### src/hdl/rpn_pkg.sv
// ----------------------------------------------------------------------------
// RPN calculator package
// Shared constants, command codes and the arithmetic unit's request types.
// ----------------------------------------------------------------------------
package rpn_pkg;

  localparam int unsigned StackDepthDef = 128;
  localparam int unsigned DataW         = 32;

  typedef enum logic [3:0] {
    CMD_PUSH  = 4'd0,
    CMD_ADD   = 4'd1,
    CMD_SUB   = 4'd2,
    CMD_MUL   = 4'd3,
    CMD_DIV   = 4'd4,
    CMD_MOD   = 4'd5,
    CMD_PEEK  = 4'd6,
    CMD_DUP   = 4'd7,
    CMD_SWAP  = 4'd8,
    CMD_CLEAR = 4'd9,
    CMD_POPPR = 4'd10
  } cmd_e;

  typedef enum logic [2:0] {
    ALU_ADD = 3'd0,
    ALU_SUB = 3'd1,
    ALU_MUL = 3'd2,
    ALU_DIV = 3'd3,
    ALU_MOD = 3'd4
  } alu_op_e;

  typedef struct packed {
    logic    start;
    alu_op_e op;
  } alu_req_t;

endpackage

### src/hdl/rpn_stack_mem.sv
// ----------------------------------------------------------------------------
// RPN stack memory
// Single-port-write, single-read stack storage with a registered read.
// ----------------------------------------------------------------------------
module rpn_stack_mem
  import rpn_pkg::*;
#(
  parameter int unsigned Depth = StackDepthDef,
  parameter int unsigned AddrW = $clog2(Depth)
) (
  input  logic             clk_i,
  input  logic             we_i,
  input  logic [AddrW-1:0] waddr_i,
  input  logic [DataW-1:0] wdata_i,
  input  logic             re_i,
  input  logic [AddrW-1:0] raddr_i,
  output logic [DataW-1:0] rdata_o
);

  logic [DataW-1:0] mem_q [Depth];
  logic [DataW-1:0] rdata_q;

  always_ff @(posedge clk_i) begin
    if (we_i) begin
      mem_q[waddr_i] <= wdata_i;
    end
    if (re_i) begin
      rdata_q <= mem_q[raddr_i];
    end
  end

  assign rdata_o = rdata_q;

endmodule

### config.mk
export PLATFORM = sky130hd
export DESIGN_NAME = rpn_stack_mem
export DESIGN_NICKNAME = d
export VERILOG_FILES = /design/src/hdl/rpn_pkg.sv /design/src/hdl/rpn_stack_mem.sv
export SDC_FILE = /design/constraint.sdc
export NUM_CORES = 2
export LEC_CHECK = 0
export CAP_MARGIN = 10
export CORE_ASPECT_RATIO = 0.9
export CORE_MARGIN = 2
export CORE_UTILIZATION = 50
export DETAILED_ROUTE_END_ITERATION = 10
export DONT_BUFFER_PORTS = 1
export MAX_ROUTING_LAYER = met4
export SLEW_MARGIN = 20
export SYNTH_ARGS = -nofsm -noshare
export SYNTH_HDL_FRONTEND = slang
export SYNTH_SLANG_ARGS = --single-unit
### constraint.sdc
create_clock -name clk_i -period 4.05 [get_ports clk_i]
set_clock_uncertainty 0.05 [all_clocks]
set_input_delay 0.2025 -clock clk_i [delete_from_list [all_inputs] [get_ports clk_i]]
set_output_delay 0.2025 -clock clk_i [all_outputs]
set_load 0.005 [all_outputs]
==> results.sh <==
export IMPL_gates_resized_cts_repair=0
export IMPL_mostFrequentLayoutCells="4128 x edfxtp_1, 1344 x mux4_2, 409 x clkbuf_16"
export IMPL_drt_wirelength_per_cell_um=38.3
export IMPL_postSynthNetCount=6039
export IMPL_placed_cell_area_sq_um=164000
export IMPL_min_period_over_period=0.928
export IMPL_grt_pass1_vias=70411
export IMPL_clk_pin_slew_worst_paths_ns=0.06
export IMPL_detail_route_antenna_nets=0
export IMPL_area_growth_syn_to_layout_pct=14.0
export IMPL_grt_antenna_before_repair=45
export IMPL_netlist_top_cell_by_area="edfxtp_1"
export IMPL_grt_pass1_wl_um=576000
export IMPL_grt_start_max_net_pins=249
export IMPL_timing_critical_path_fanout_max=69
export IMPL_hold_ws_ns=0.0711
export IMPL_synth_seq_area_share=0.792
export IMPL_detailroute_via_count=70919
export IMPL_gr_total_overflow=0
export IMPL_drt_vias_per_instance=6.50
export IMPL_grt_setup_unrepaired="no"
export IMPL_number_of_h_tree_branching_levels=5
export IMPL_die_height_um=535
export IMPL_synthesis_instances=5990
export IMPL_finalInstanceArea_sq_um=179000
export IMPL_nNetsFinal=6454
export IMPL_crit_type="input pin to register"
export IMPL_final_setup_worst_slack_ns=0.293
export IMPL_crit_path_start_kind="input pin"
export IMPL_core_rowCount=194
export IMPL_ctsRootBufferMaster="clkbuf_16"
export IMPL_maxCapViolations=0
export IMPL_worst_slew_pin_transition_ns=1.10
export IMPL_cellLeakagePower_nw=54.4
export IMPL_die_w_um=594
export IMPL_post_synth_top_area_fraction=0.792
export IMPL_detailedPlacementHpwl_um=210000
export IMPL_path_cells="buf_16 > buf_16 > buf_16 > mux4_2 > mux4_2 > mux4_2 > mux2_2 > dlygate4sd3_1"
export IMPL_worst_slew_margin_rel=0.264
export IMPL_finalSetupTns_ns=0
export IMPL_pin_count=81
export IMPL_mostFrequentLayoutCell="edfxtp_1"
export IMPL_worstPathRequired_ns=4.72
export IMPL_routed_wirelength_um=419000
export IMPL_finalSetupViolations=0
export IMPL_tritoncts_num_buffers=403
export IMPL_drtIter0Drc=10606
export IMPL_syn_area_sq_um=157000
export IMPL_worst_skew_pair_late_latency_ns=0.98
export IMPL_layout_filler_cells=21886
export IMPL_post_route_cells_drive_above_1_share=0.346
export IMPL_floorplan_core_area_sq_um=311000
export IMPL_hold_path_class="input pin to register"
export IMPL_run_status="finished clean"
export IMPL_clock_fmax_mhz=266
export IMPL_slew_viol_final=0
export IMPL_cts_sink_count=4128
export IMPL_finish_utilization=0.574
export IMPL_ir_worst_vdd_v=0.000430
export IMPL_critical_path_end_type="register"
export IMPL_synth_seq_cells=4128
export IMPL_cts_post_setup_buffers_inserted=0
export IMPL_dp_worst_setup_slack_ns=-2.17
export IMPL_numPortBuffers=0
export IMPL_clk_path_buf_depth=4
export IMPL_synth_top_cells_by_area="edfxtp_1 79%, mux4_2 19%, clkbuf_1 0.44%"
export IMPL_gp_congestion=0.792
export IMPL_syn_avg_cell_area_sq_um=26.1
export IMPL_drtPass1Iterations=5
export IMPL_drc=0
export IMPL_ys_warnings_count=0
export IMPL_start_util=0.504
export IMPL_powerDensity_nw_per_um2=495
export IMPL_arrival_ns=4.42
export IMPL_fp_dieArea_sq_um=318000
export IMPL_critPathMaxStageDelay_ns=0.63
export IMPL_grt_use_total=0.273
export IMPL_tritoncts_clock_tree="built"
export IMPL_min_period_ns=3.76
export IMPL_cell_with_the_biggest_individual_delay_on_the_critical_path="mux4_2"
export IMPL_timing_final_hold_violations=0
export IMPL_synthDistinctLibCells=16
==> report_power, final <==
part / switching (mW) / internal (mW)
Clock: 15.9 / 20.6
Sequential: 0.158 / 47.2
Combinational: 2.63 / 1.80
Total: 18.7 / 69.7
==> metrics by stage <==
| step | total power, mW | std cells |
|---|---|---|
| floorplan | 50.5 | 5990 |
| global placement | 51.6 | 10020 |
| detailed placement | 51.7 | 10023 |
| CTS | 88.8 | 10844 |
| global route | 90.6 | 10907 |
| finish | 88.3 | 10919 |
==> state kept, by name, indices dropped and copies added (netlist names) <==
| register | count |
|---|---|
| rdata_o | 32 |
| mem_q | 4096 |
==> final cells by class <==
cell class | instances | area, sq um | area share
Multi-Input combinational cell | 1546 | 32300 | 0.181
Sequential cell | 4128 | 124000 | 0.694
Antenna cell | 74 | 185 | 0.00104
Clock inverter | 238 | 2140 | 0.0120
Tap cell | 4116 | 5150 | 0.0288
Clock buffer | 491 | 10500 | 0.0589
Timing Repair Buffer | 326 | 4300 | 0.0241
==> synth_stat cells, drive strengths merged <==
cell and n:
nand4 3, or3 1, nand2 14, edfxtp 4128, mux2 32, mux4 1344, nor3 9, nand2b 2
buf 134, clkbuf 182, nor2 122, nor2b 7, nand3 12
==> cell families after synthesis <==
group         share of synthesized area
buf+inv                         0.00837
flops                             0.792
mux                               0.196
simple gates                    0.00445
==> critical path, delay by kind of cell <==
| family | cells | cell delay (ns) |
|---|---|---|
| buffers and inverters | 4 | 1.89 |
| multiplexers | 4 | 2.07 |
==> worst paths after layout <==
kind,start,end,slack [ns],cells after the start
max reg2reg,mem_q[63][12],rdata_o[12],0.76,5
max,raddr_i[0],rdata_o[12],0.29,8
min reg2reg,mem_q[86][9],rdata_o[9],1.11,4
min,waddr_i[1],mem_q[84][2],0.07,3
==> timing repair <==
action                                  in CTS  in global routing
hold buffers                                87                  0
hold endpoints to repair                  4605                  0
endpoints found under the setup margin      32                  8
cloned                                       5                  1
==> routing by layer <==
layer | GRT usage | up-vias | share of wire
li1 | - | 27375 | -
met1 | 0.397 | 39399 | 0.41
met2 | 0.405 | 3673 | 0.47
met3 | 0.0544 | 472 | 0.10
met4 | 0.0614 | 0 | 0.021
met5 | - | - | 0
Power figures use the tool's default switching activity.
