## src/hdl/rpn_pkg.sv

```systemverilog
// ----------------------------------------------------------------------------
// RPN calculator package
// Shared constants, command codes and the arithmetic unit's request types.
// ----------------------------------------------------------------------------
package rpn_pkg;

  localparam int unsigned StackDepthDef = 128;
  localparam int unsigned DataW         = 32;

  typedef enum logic [3:0] {
    CMD_PUSH  = 4'd0,
    CMD_ADD   = 4'd1,
    CMD_SUB   = 4'd2,
    CMD_MUL   = 4'd3,
    CMD_DIV   = 4'd4,
    CMD_MOD   = 4'd5,
    CMD_PEEK  = 4'd6,
    CMD_DUP   = 4'd7,
    CMD_SWAP  = 4'd8,
    CMD_CLEAR = 4'd9,
    CMD_POPPR = 4'd10
  } cmd_e;

  typedef enum logic [2:0] {
    ALU_ADD = 3'd0,
    ALU_SUB = 3'd1,
    ALU_MUL = 3'd2,
    ALU_DIV = 3'd3,
    ALU_MOD = 3'd4
  } alu_op_e;

  typedef struct packed {
    logic    start;
    alu_op_e op;
  } alu_req_t;

endpackage

```

## src/hdl/rpn_serial_alu.sv

```systemverilog
// ----------------------------------------------------------------------------
// RPN serial arithmetic unit
// Bit-serial adder, shift-and-add multiplier and restoring divider (also used
// for modulo), one bit per cycle, with saturation applied in a final state.
// ----------------------------------------------------------------------------
module rpn_serial_alu
  import rpn_pkg::*;
(
  input  logic             clk_i,
  input  logic             rst_ni,
  input  alu_req_t         req_i,
  input  logic [DataW-1:0] a_i,
  input  logic [DataW-1:0] b_i,
  output logic             done_o,
  output logic [DataW-1:0] result_o
);

  typedef enum logic [1:0] {
    ST_IDLE,
    ST_RUN,
    ST_FIN
  } state_e;

  localparam logic [31:0] MaxPos = 32'h7FFF_FFFF;
  localparam logic [31:0] MinNeg = 32'h8000_0000;

  state_e      state_q;
  alu_op_e     op_q;
  logic [5:0]  cnt_q;
  logic [32:0] rem_q;
  logic [47:0] wrk_q;
  logic [31:0] dvs_q;
  logic        carry_q;
  logic        sgn_a_q;
  logic        sgn_y_q;
  logic        neg_q;
  logic        done_q;
  logic [31:0] res_q;

  logic [31:0] mag_a;
  logic [31:0] mag_b;
  logic        sbit;
  logic        cbit;
  logic [32:0] msum;
  logic [32:0] rsh;
  logic [33:0] diff;
  logic [48:0] mmag;
  logic [31:0] fin;
  logic [31:0] modv;

  assign mag_a = a_i[31] ? (32'd0 - a_i) : a_i;
  assign mag_b = b_i[31] ? (32'd0 - b_i) : b_i;
  assign sbit  = wrk_q[0] ^ dvs_q[0] ^ carry_q;
  assign cbit  = (wrk_q[0] & dvs_q[0]) | (carry_q & (wrk_q[0] ^ dvs_q[0]));
  assign msum  = {1'b0, rem_q[31:0]} + (wrk_q[0] ? {1'b0, dvs_q} : 33'd0);
  assign rsh   = {rem_q[31:0], wrk_q[47]};
  assign diff  = {1'b0, rsh} - {2'b00, dvs_q};
  assign mmag  = {1'b0, rem_q[31:0], wrk_q[31:16]} + {48'd0, |wrk_q[15:0]};
  assign modv  = {rem_q[15:0], 16'd0};

  always_comb begin
    fin = '0;
    case (op_q)
      ALU_ADD, ALU_SUB: begin
        if ((sgn_a_q == sgn_y_q) && (wrk_q[31] != sgn_a_q)) begin
          fin = sgn_a_q ? MinNeg : MaxPos;
        end else begin
          fin = wrk_q[31:0];
        end
      end
      ALU_MUL: begin
        if (neg_q) begin
          fin = (mmag > {17'd0, MinNeg}) ? MinNeg : (32'd0 - mmag[31:0]);
        end else begin
          fin = ({rem_q[31:0], wrk_q[31:16]} > {16'd0, MaxPos}) ? MaxPos
                                                                 : {rem_q[15:0], wrk_q[31:16]};
        end
      end
      ALU_DIV: begin
        if (neg_q) begin
          fin = (wrk_q > {16'd0, MinNeg}) ? MinNeg : (32'd0 - wrk_q[31:0]);
        end else begin
          fin = (wrk_q > {16'd0, MaxPos}) ? MaxPos : wrk_q[31:0];
        end
      end
      ALU_MOD: begin
        fin = neg_q ? (32'd0 - modv) : modv;
      end
      default: fin = '0;
    endcase
  end

  always_ff @(posedge clk_i or negedge rst_ni) begin
    if (!rst_ni) begin
      state_q <= ST_IDLE;
      done_q  <= 1'b0;
      op_q    <= ALU_ADD;
      cnt_q   <= '0;
    end else begin
      done_q <= (state_q == ST_FIN);
      case (state_q)
        ST_IDLE: begin
          if (req_i.start) begin
            op_q    <= req_i.op;
            state_q <= ST_RUN;
            case (req_i.op)
              ALU_ADD, ALU_SUB: begin
                cnt_q   <= 6'd31;
                wrk_q   <= {16'd0, a_i};
                dvs_q   <= (req_i.op == ALU_SUB) ? ~b_i : b_i;
                carry_q <= (req_i.op == ALU_SUB);
                sgn_a_q <= a_i[31];
                sgn_y_q <= (req_i.op == ALU_SUB) ? ~b_i[31] : b_i[31];
              end
              ALU_MUL: begin
                cnt_q <= 6'd31;
                rem_q <= '0;
                wrk_q <= {16'd0, mag_b};
                dvs_q <= mag_a;
                neg_q <= a_i[31] ^ b_i[31];
              end
              ALU_DIV: begin
                cnt_q <= 6'd47;
                rem_q <= '0;
                wrk_q <= {mag_a, 16'd0};
                dvs_q <= mag_b;
                neg_q <= a_i[31] ^ b_i[31];
              end
              default: begin
                cnt_q <= 6'd47;
                rem_q <= '0;
                wrk_q <= {32'd0, mag_a[31:16]};
                dvs_q <= {16'd0, mag_b[31:16]};
                neg_q <= a_i[31];
              end
            endcase
          end
        end
        ST_RUN: begin
          case (op_q)
            ALU_ADD, ALU_SUB: begin
              wrk_q[31:0] <= {sbit, wrk_q[31:1]};
              dvs_q       <= {1'b0, dvs_q[31:1]};
              carry_q     <= cbit;
            end
            ALU_MUL: begin
              rem_q       <= {1'b0, msum[32:1]};
              wrk_q[31:0] <= {msum[0], wrk_q[31:1]};
            end
            default: begin
              if (!diff[33]) begin
                rem_q <= diff[32:0];
                wrk_q <= {wrk_q[46:0], 1'b1};
              end else begin
                rem_q <= rsh;
                wrk_q <= {wrk_q[46:0], 1'b0};
              end
            end
          endcase
          if (cnt_q == 6'd0) begin
            state_q <= ST_FIN;
          end else begin
            cnt_q <= cnt_q - 6'd1;
          end
        end
        ST_FIN: begin
          res_q   <= fin;
          state_q <= ST_IDLE;
        end
        default: state_q <= ST_IDLE;
      endcase
    end
  end

  assign done_o   = done_q;
  assign result_o = res_q;

endmodule

```

## config.mk

```make
export PLATFORM = sky130hd
export DESIGN_NAME = rpn_serial_alu
export DESIGN_NICKNAME = d
export VERILOG_FILES = /design/src/hdl/rpn_pkg.sv /design/src/hdl/rpn_serial_alu.sv
export SDC_FILE = /design/constraint.sdc
export NUM_CORES = 1
export LEC_CHECK = 0
export ABC_CLOCK_PERIOD_IN_PS = 12750
export BUFFER_PORTS_ARGS = -buffer_cell sky130_fd_sc_hd__buf_2
export CAP_MARGIN = 25
export CORE_MARGIN = 2
export CORE_UTILIZATION = 40
export DETAILED_ROUTE_END_ITERATION = 12
export PLACE_DENSITY = 0.68
export SLEW_MARGIN = 25
export SYNTH_ARGS = -nofsm -noshare
export SYNTH_HDL_FRONTEND = slang
export SYNTH_SLANG_ARGS = --single-unit
```

## constraint.sdc

```tcl
create_clock -name clk_i -period 12.75 [get_ports clk_i]
set_input_delay 2.55 -clock clk_i [delete_from_list [all_inputs] [get_ports clk_i]]
set_output_delay 2.55 -clock clk_i [all_outputs]
set_load 0.005 [all_outputs]
```

==> run_results.csv, run 1 <==
group,metric,value,unit
floorplan,die_y,216,um
critical_path,worst-path-max-fanout,17,
synthesis,ys_ff_latch,160,
final_layout,areaGrowthSynthToFinish,8.66,%
route,drc_errors,0,
critical_path,worstReg2RegStart,"wrk_q[5]",
timing,rsz0062_at_grt,"false",
route,vias_per_cell,6.44,
critical_path,path_cells,"nor4_1, nand3_1, or2_2, or4_1, ha_1, ha_1, nand4_1, nor3_1, and4_1, o211ai_1, nor3_2, o2111a_1, o21ai_2, or2_1, buf_4, nor2_4, a221o_1",
floorplan,fp.coreArea,44200,um^2
global_route,grt_pass1_vias,17600,
flow_run,maxCapViolCount,0,
critical_path,crit_path_frequent_cell,"ha_1",
critical_path,reg2reg_depth,17,
critical_path,worstSetupStartpointType,"flip-flop",
synthesis,yosys_warnings,0,
synthesis,synth_common_cells,"nor2_1, nand2_1, a21oi_1",
placed_design,io_buffer_count,102,
synthesis,ys_seq_area_frac,0.264,
power,power_switching,0.00272,W
timing,fin_setup_tns,0,ns
final_layout,multi_input_area,12300,um^2
global_route,grt_use_total,0.285,
synthesis,postSynthCellCount,2364,
synthesis,synth_top_area_share,0.248,
timing,fmaxAchievable,0.156,GHz
synthesis,synth.avg_cell_area,7.59,um^2
synthesis,ys_top_cells_by_area,"edfxtp_1, a21oi_1, o21ai_0",
placed_design,place_congestion,1.02,
clocking,hold_buffers,0,
clocking,clk_pin_slew,0.07,ns
clocking,clock-root-buffer,"clkbuf_16",
power,peakVddDrop,133,uV
floorplan,row_count,77,
route,vias,19000,
floorplan,io_pins,103,
global_route,grt_overflow,0,
min_path,min_path_type,"flip-flop to flip-flop",
synthesis,syn_area,18000,um^2
floorplan,die_area,46600,um^2
power,combPwrFrac,0.628,
clocking,cts_buffer_depth,2,
clocking,post_cts_resized,0,
power,p_int,0.00255,W
final_layout,num-fill-cells,4473,
power,cellPowerDensity,270,nW/um^2
floorplan,start_util,0.406,
power,seq_power_share,0.261,
floorplan,fp.dieW,216,um
critical_path,cp.arrival,6.65,ns
critical_path,crit_end,"result_o[0]",
timing,drv_slew,0,
min_path,hold_depth,1,
clocking,post_cts_buffers,0,
global_route,grt_max_degree,81,
timing,worstMarginPinSlew,1.09,ns
critical_path,max_stage_delay,0.76,ns
clocking,numCtsBuffers,17,
critical_path,critPathRequiredTime,12.98,ns
global_route,grt_pass1_wl,104000,um
timing,finalCriticalPeriod,6.43,ns
critical_path,r2r_end,"result_o[0]",
final_layout,post-route-util,0.441,
placed_design,hpwl,50500,um
status,status,"completed",
global_route,antenna_found_initial,1,
clocking,h-tree-depth,4,
final_layout,fin_nets,2494,
power,p_clk_frac,0.111,
critical_path,crit_type,"flip-flop to flip-flop",
timing,hold_viol,0,
power,leakagePower,7.24,nW
power,total_power,0.00526,W
final_layout,drive_gt1_frac,0.0916,
synthesis,synth-main-ff-cell,"edfxtp_1",
route,drtPass1Iterations,6,
synthesis,yosysMostFrequentCell,"nor2_1",
route,routedWlPerCell,23.0,um
critical_path,r2r_slack,6.32,ns
final_layout,ff_latch_area,4740,um^2
route,routed_wl,67800,um
synthesis,async_flop_share,0.0750,
synthesis,ys_types,85,
timing,post-route-period-util,0.504,
critical_path,critPathCaptureType,"flip-flop",
timing,setup_viol,0,
route,first_iter_violations,2669,
route,ant_nets,0,
timing,slew_headroom,0.264,
timing,skew,0.0152,ns
synthesis,synth_nets,2512,
clocking,cts_sinks,160,
critical_path,critical_path.slowest_cell,"nor4_1",
clocking,tritoncts,"done",
final_layout,antenna_cells,0,
critical_path,cp-startpoint,"wrk_q[5]",
synthesis,yosysTopAreaCell,"edfxtp_1",
power,switching_share,0.516,
synthesis,synth_edf_count,148,
clocking,clk_latency,0.48,ns
power groups by stage:
stage | Combinational [W] | Sequential (W) | Clock [W]
2_1_floorplan | 0.00256 | 0.00109 | 0
3_3_place_gp | 0.00314 | 0.00135 | 0
3_5_place_dp | 0.00320 | 0.00135 | 0
4_1_cts | 0.00322 | 0.00134 | 0.000592
5_1_grt | 0.00362 | 0.00140 | 0.000610
6_report | 0.00330 | 0.00137 | 0.000585
critical path: cells and delay by family, from the launching register on:
kind | cells | cell delay [ns]
flip-flops | 1 | 0.50
buffers and inverters | 1 | 0.26
adder cells (fa/ha/maj) | 2 | 0.56
AND/OR/NAND/NOR | 10 | 3.41
AO/OA/AOI/OAI | 4 | 1.42
layout make-up:
class	instances	area share
Multi-Input combinational cell	1957	0.631
Clock inverter	14	0.0107
Tap cell	592	0.0380
Sequential cell	160	0.243
Inverter	77	0.0148
Timing Repair Buffer	133	0.0393
Clock buffer	18	0.0225
per-layer routing:
layer  global-route usage  part of all wire
met1                0.401              0.43
met2                0.435              0.44
met3               0.0445             0.095
met4                0.112             0.037
met5                    0                 0
flip-flops by register name, summed over array words and instances (netlist names):
register and flops:
cnt_q 6, carry_q 1, result_o 32, sgn_y_q 1
wrk_q 48, op_q 3, sgn_a_q 1, rem_q 32
done_o 1, state_q 2, dvs_q 32, neg_q 1
placed cells by master, fill, tap and decap left out, drive strengths merged, types with 9 or more instances in the layout:
cell type and n:
buf 133, o31ai 24, a211oi 70, a22o 10, dfrtp 12, o211ai 39, nand3 62, o22ai 38
o21a 14, nor4 37, a221oi 9, a21o 28, inv 83, or2 18, o21ai 212, a211o 9
nor2b 9, ha 75, nand2 223, nand2b 18, a31oi 28, nor3 68, xor2 88, o221ai 10
o41ai 14, mux2i 45, nor2 245, a21oi 222, xnor2 93, o21bai 13, o311ai 15, or4 14
edfxtp 148, and2 19, and3 29, clkbuf 18, nand4 31, or3 27
worst min-delay path by stage:
stage | startpoint | endpoint
6_report | cnt_q[5] | cnt_q[5]
3_5_place_dp | cnt_q[5] | cnt_q[5]
4_1_cts | cnt_q[5] | cnt_q[5]
2_1_floorplan | cnt_q[4] | cnt_q[4]
3_3_place_gp | cnt_q[5] | cnt_q[5]
5_1_grt | cnt_q[5] | cnt_q[5]
stage by stage:
step,cell area (um^2),hold WS [ns],worst slack (ns),cells
2_1_floorplan,18000,0.471,7.26,2364
3_3_place_gp,18800,0.491,6.70,2918
3_5_place_dp,18800,0.510,6.51,2918
4_1_cts,19500,0.527,6.47,2950
5_1_grt,19500,0.553,5.97,2951
6_report,19500,0.524,6.32,2951
cells by family (layout without fill, tap and decap cells):
group	count (synthesis)	count (layout)	share of synthesized area
buf+inv	247	242	0.0533
compound gates	822	822	0.290
simple gates	830	830	0.223
fa+ha+maj	78	78	0.0556
flops	160	160	0.264
xor+xnor	181	181	0.0883
mux	46	46	0.0257
Power figures use the tool's default switching activity.
==> run 2: changes to the inputs <==
--- a/config.mk
+++ b/config.mk
@@ -5,13 +5,13 @@
 export SDC_FILE = /design/constraint.sdc
 export NUM_CORES = 1
 export LEC_CHECK = 0
-export ABC_CLOCK_PERIOD_IN_PS = 12750
+export ABC_CLOCK_PERIOD_IN_PS = 5650
 export BUFFER_PORTS_ARGS = -buffer_cell sky130_fd_sc_hd__buf_2
 export CAP_MARGIN = 25
 export CORE_MARGIN = 2
 export CORE_UTILIZATION = 40
 export DETAILED_ROUTE_END_ITERATION = 12
-export PLACE_DENSITY = 0.68
+export PLACE_DENSITY = 0.7
 export SLEW_MARGIN = 25
 export SYNTH_ARGS = -nofsm -noshare
 export SYNTH_HDL_FRONTEND = slang
==> constraint.sdc (replaced) <==
create_clock -name clk_i -period 5.65 [get_ports clk_i]
set_input_delay 1.13 -clock clk_i [delete_from_list [all_inputs] [get_ports clk_i]]
set_output_delay 1.13 -clock clk_i [all_outputs]
set_load 0.005 [all_outputs]
==> run 2 against run 1 <==
Compared with the run above:
- die area unchanged
- clock power increased by 110%
- via count increased by 0.25%
- critical endpoint unchanged
- largest cell class unchanged
- largest power group unchanged
==> run_results.csv, run 2 (synthesis results as in run 1) <==
group,metric,value,unit
min_path,worstHoldStart,"cnt_q[4]",
timing,rsz0062_at_grt,"false",
clocking,cts_sinks,160,
global_route,grt_pass1_vias,17400,
route,routedWlPerCell,22.5,um
final_layout,ff_latch_area,4740,um^2
route,routed_wl,67000,um
placed_design,hpwl,50400,um
floorplan,die_area,46600,um^2
power,peakVddDrop,271,uV
floorplan,fp.coreArea,44200,um^2
global_route,grt-busiest-layer,"met2",
final_layout,multi_input_area,12300,um^2
timing,skew,0.0231,ns
global_route,grt_overflow,0,
global_route,grt_use_total,0.280,
clocking,cts_buffer_depth,2,
global_route,grt_util_met2,0.422,
final_layout,layout_commonest_cell,"nor2_1",
clocking,hold_buffers,0,
floorplan,start_util,0.406,
power,cellPowerDensity,604,nW/um^2
floorplan,io_pins,103,
route,first_iter_violations,2755,
critical_path,cp.arrival,5.52,ns
timing,drv_slew,0,
critical_path,crit_path_frequent_cell,"buf_4",
critical_path,cp-startpoint,"wrk_q[4]",
route,vias_per_cell,6.41,
timing,slew_headroom,0.373,
timing,fin_setup_tns,0,ns
status,status,"completed",
final_layout,largest_reg_flops,48,
critical_path,max_stage_delay,0.50,ns
route,drtPass1Iterations,6,
global_route,use_met3,0.0478,
final_layout,num-fill-cells,4453,
final_layout,drive_gt1_frac,0.103,
critical_path,critical_path.slowest_cell,"edfxtp_1",
route,vias,19100,
flow_run,maxCapViolCount,0,
global_route,grt_pass1_wl,102000,um
critical_path,critPathRequiredTime,5.87,ns
critical_path,worstSetupStartpointType,"flip-flop",
clocking,clock-root-buffer,"clkbuf_16",
critical_path,crit_type,"flip-flop to flip-flop",
final_layout,top_register,"wrk_q",
global_route,antenna_found_initial,2,
clocking,clk_pin_slew,0.08,ns
floorplan,row_count,77,
critical_path,path_cells,"nor4_1, buf_4, nand3_1, or2_2, or4_1, ha_1, ha_1, nand4_1, buf_4, nor3_1, and4_1, o211ai_1, nor3_2, buf_4, o2111a_1, o21ai_2, or2_2, nor2_4, a221o_1",
global_route,grt_util_met1,0.400,
clocking,tritoncts,"done",
critical_path,critPathCaptureType,"flip-flop",
placed_design,place_congestion,0.973,
timing,finalCriticalPeriod,5.30,ns
timing,fmaxAchievable,0.189,GHz
timing,post-route-period-util,0.938,
final_layout,post-route-util,0.446,
timing,hold_viol,0,
route,ant_nets,0,
clocking,numCtsBuffers,17,
timing,setup_viol,0,
final_layout,fin_nets,2519,
final_layout,areaGrowthSynthToFinish,9.76,%
timing,hold_slack,0.531,ns
floorplan,die_y,216,um
route,drc_errors,0,
critical_path,worstReg2RegStart,"wrk_q[4]",
placed_design,io_buffer_count,102,
global_route,grt_max_degree,84,
timing,worstMarginPinSlew,0.941,ns
power,leakagePower,7.35,nW
final_layout,layout_common_cells,"nor2_1, nand2_1, a21oi_1",
clocking,h-tree-depth,4,
floorplan,fp.dieW,216,um
clocking,clk_latency,0.48,ns
min_path,min_path_type,"flip-flop to flip-flop",
critical_path,worst-path-max-fanout,12,
final_layout,antenna_cells,0,
[run 2: routing by layer]
layer	vias to the layer above	share of wire
met1	8963	0.43
li1	8840	-
met2	1120	0.43
met5	-	0.00019
met3	139	0.10
met4	2	0.034
[run 2: path summary, 6_finish.rpt]
path / end / slack [ns] / cells after the start
worst max-delay path: result_o[0] / 0.35 / 19
worst min-delay path: cnt_q[4] / 0.53 / 2
worst max register to register: result_o[0] / 0.35 / 19
worst min register to register: cnt_q[4] / 0.53 / 2
max in group asynchronous: op_q[1] / 4.86 / 1
min in group asynchronous: cnt_q[1] / 0.54 / 1
[run 2: report_power, final]
part	internal [W]	total, W	switching [W]
logic	0.00301	0.00779	0.00478
registers	0.00211	0.00288	0.000775
clock network	0.000636	0.00122	0.000586
total	0.00575	0.0119	0.00615
[run 2: cell type report]
| type | instances | share of cell area |
|---|---|---|
| sequential | 160 | 0.241 |
| clock inverter | 15 | 0.00927 |
| clock buffer | 17 | 0.0216 |
| multi-input combinational | 1957 | 0.627 |
| inverter | 77 | 0.0147 |
| timing repair buffer | 158 | 0.0494 |
| tap | 592 | 0.0376 |
[run 2: worst max-delay path: cells and delay by family (launching register included)]
| family | cells | cell delay, ns |
|---|---|---|
| AOI/OAI and AO/OA | 4 | 1.14 |
| adders and majority gates | 2 | 0.57 |
| buffers and inverters | 3 | 0.51 |
| DFF | 1 | 0.50 |
| and+or+nand+nor | 10 | 2.29 |
[run 2: what timing repair did]
item | CTS | global route
gates resized for setup | 0 | 5
setup buffers | 0 | 3
endpoints found under the setup margin | 0 | 5
[run 2: per-stage QoR]
stage / setup slack (ns) / total power, W / instances / cell area (um^2)
3_5_place_dp: 0.227 / 0.0104 / 2940 / 19000
5_1_grt: 0.0695 / 0.0127 / 2976 / 19700
6_report: 0.349 / 0.0119 / 2976 / 19700
4_1_cts: 0.201 / 0.0116 / 2972 / 19600
3_3_place_gp: 0.296 / 0.0102 / 2939 / 19000
2_1_floorplan: 0.477 / 0.00824 / 2364 / 18000
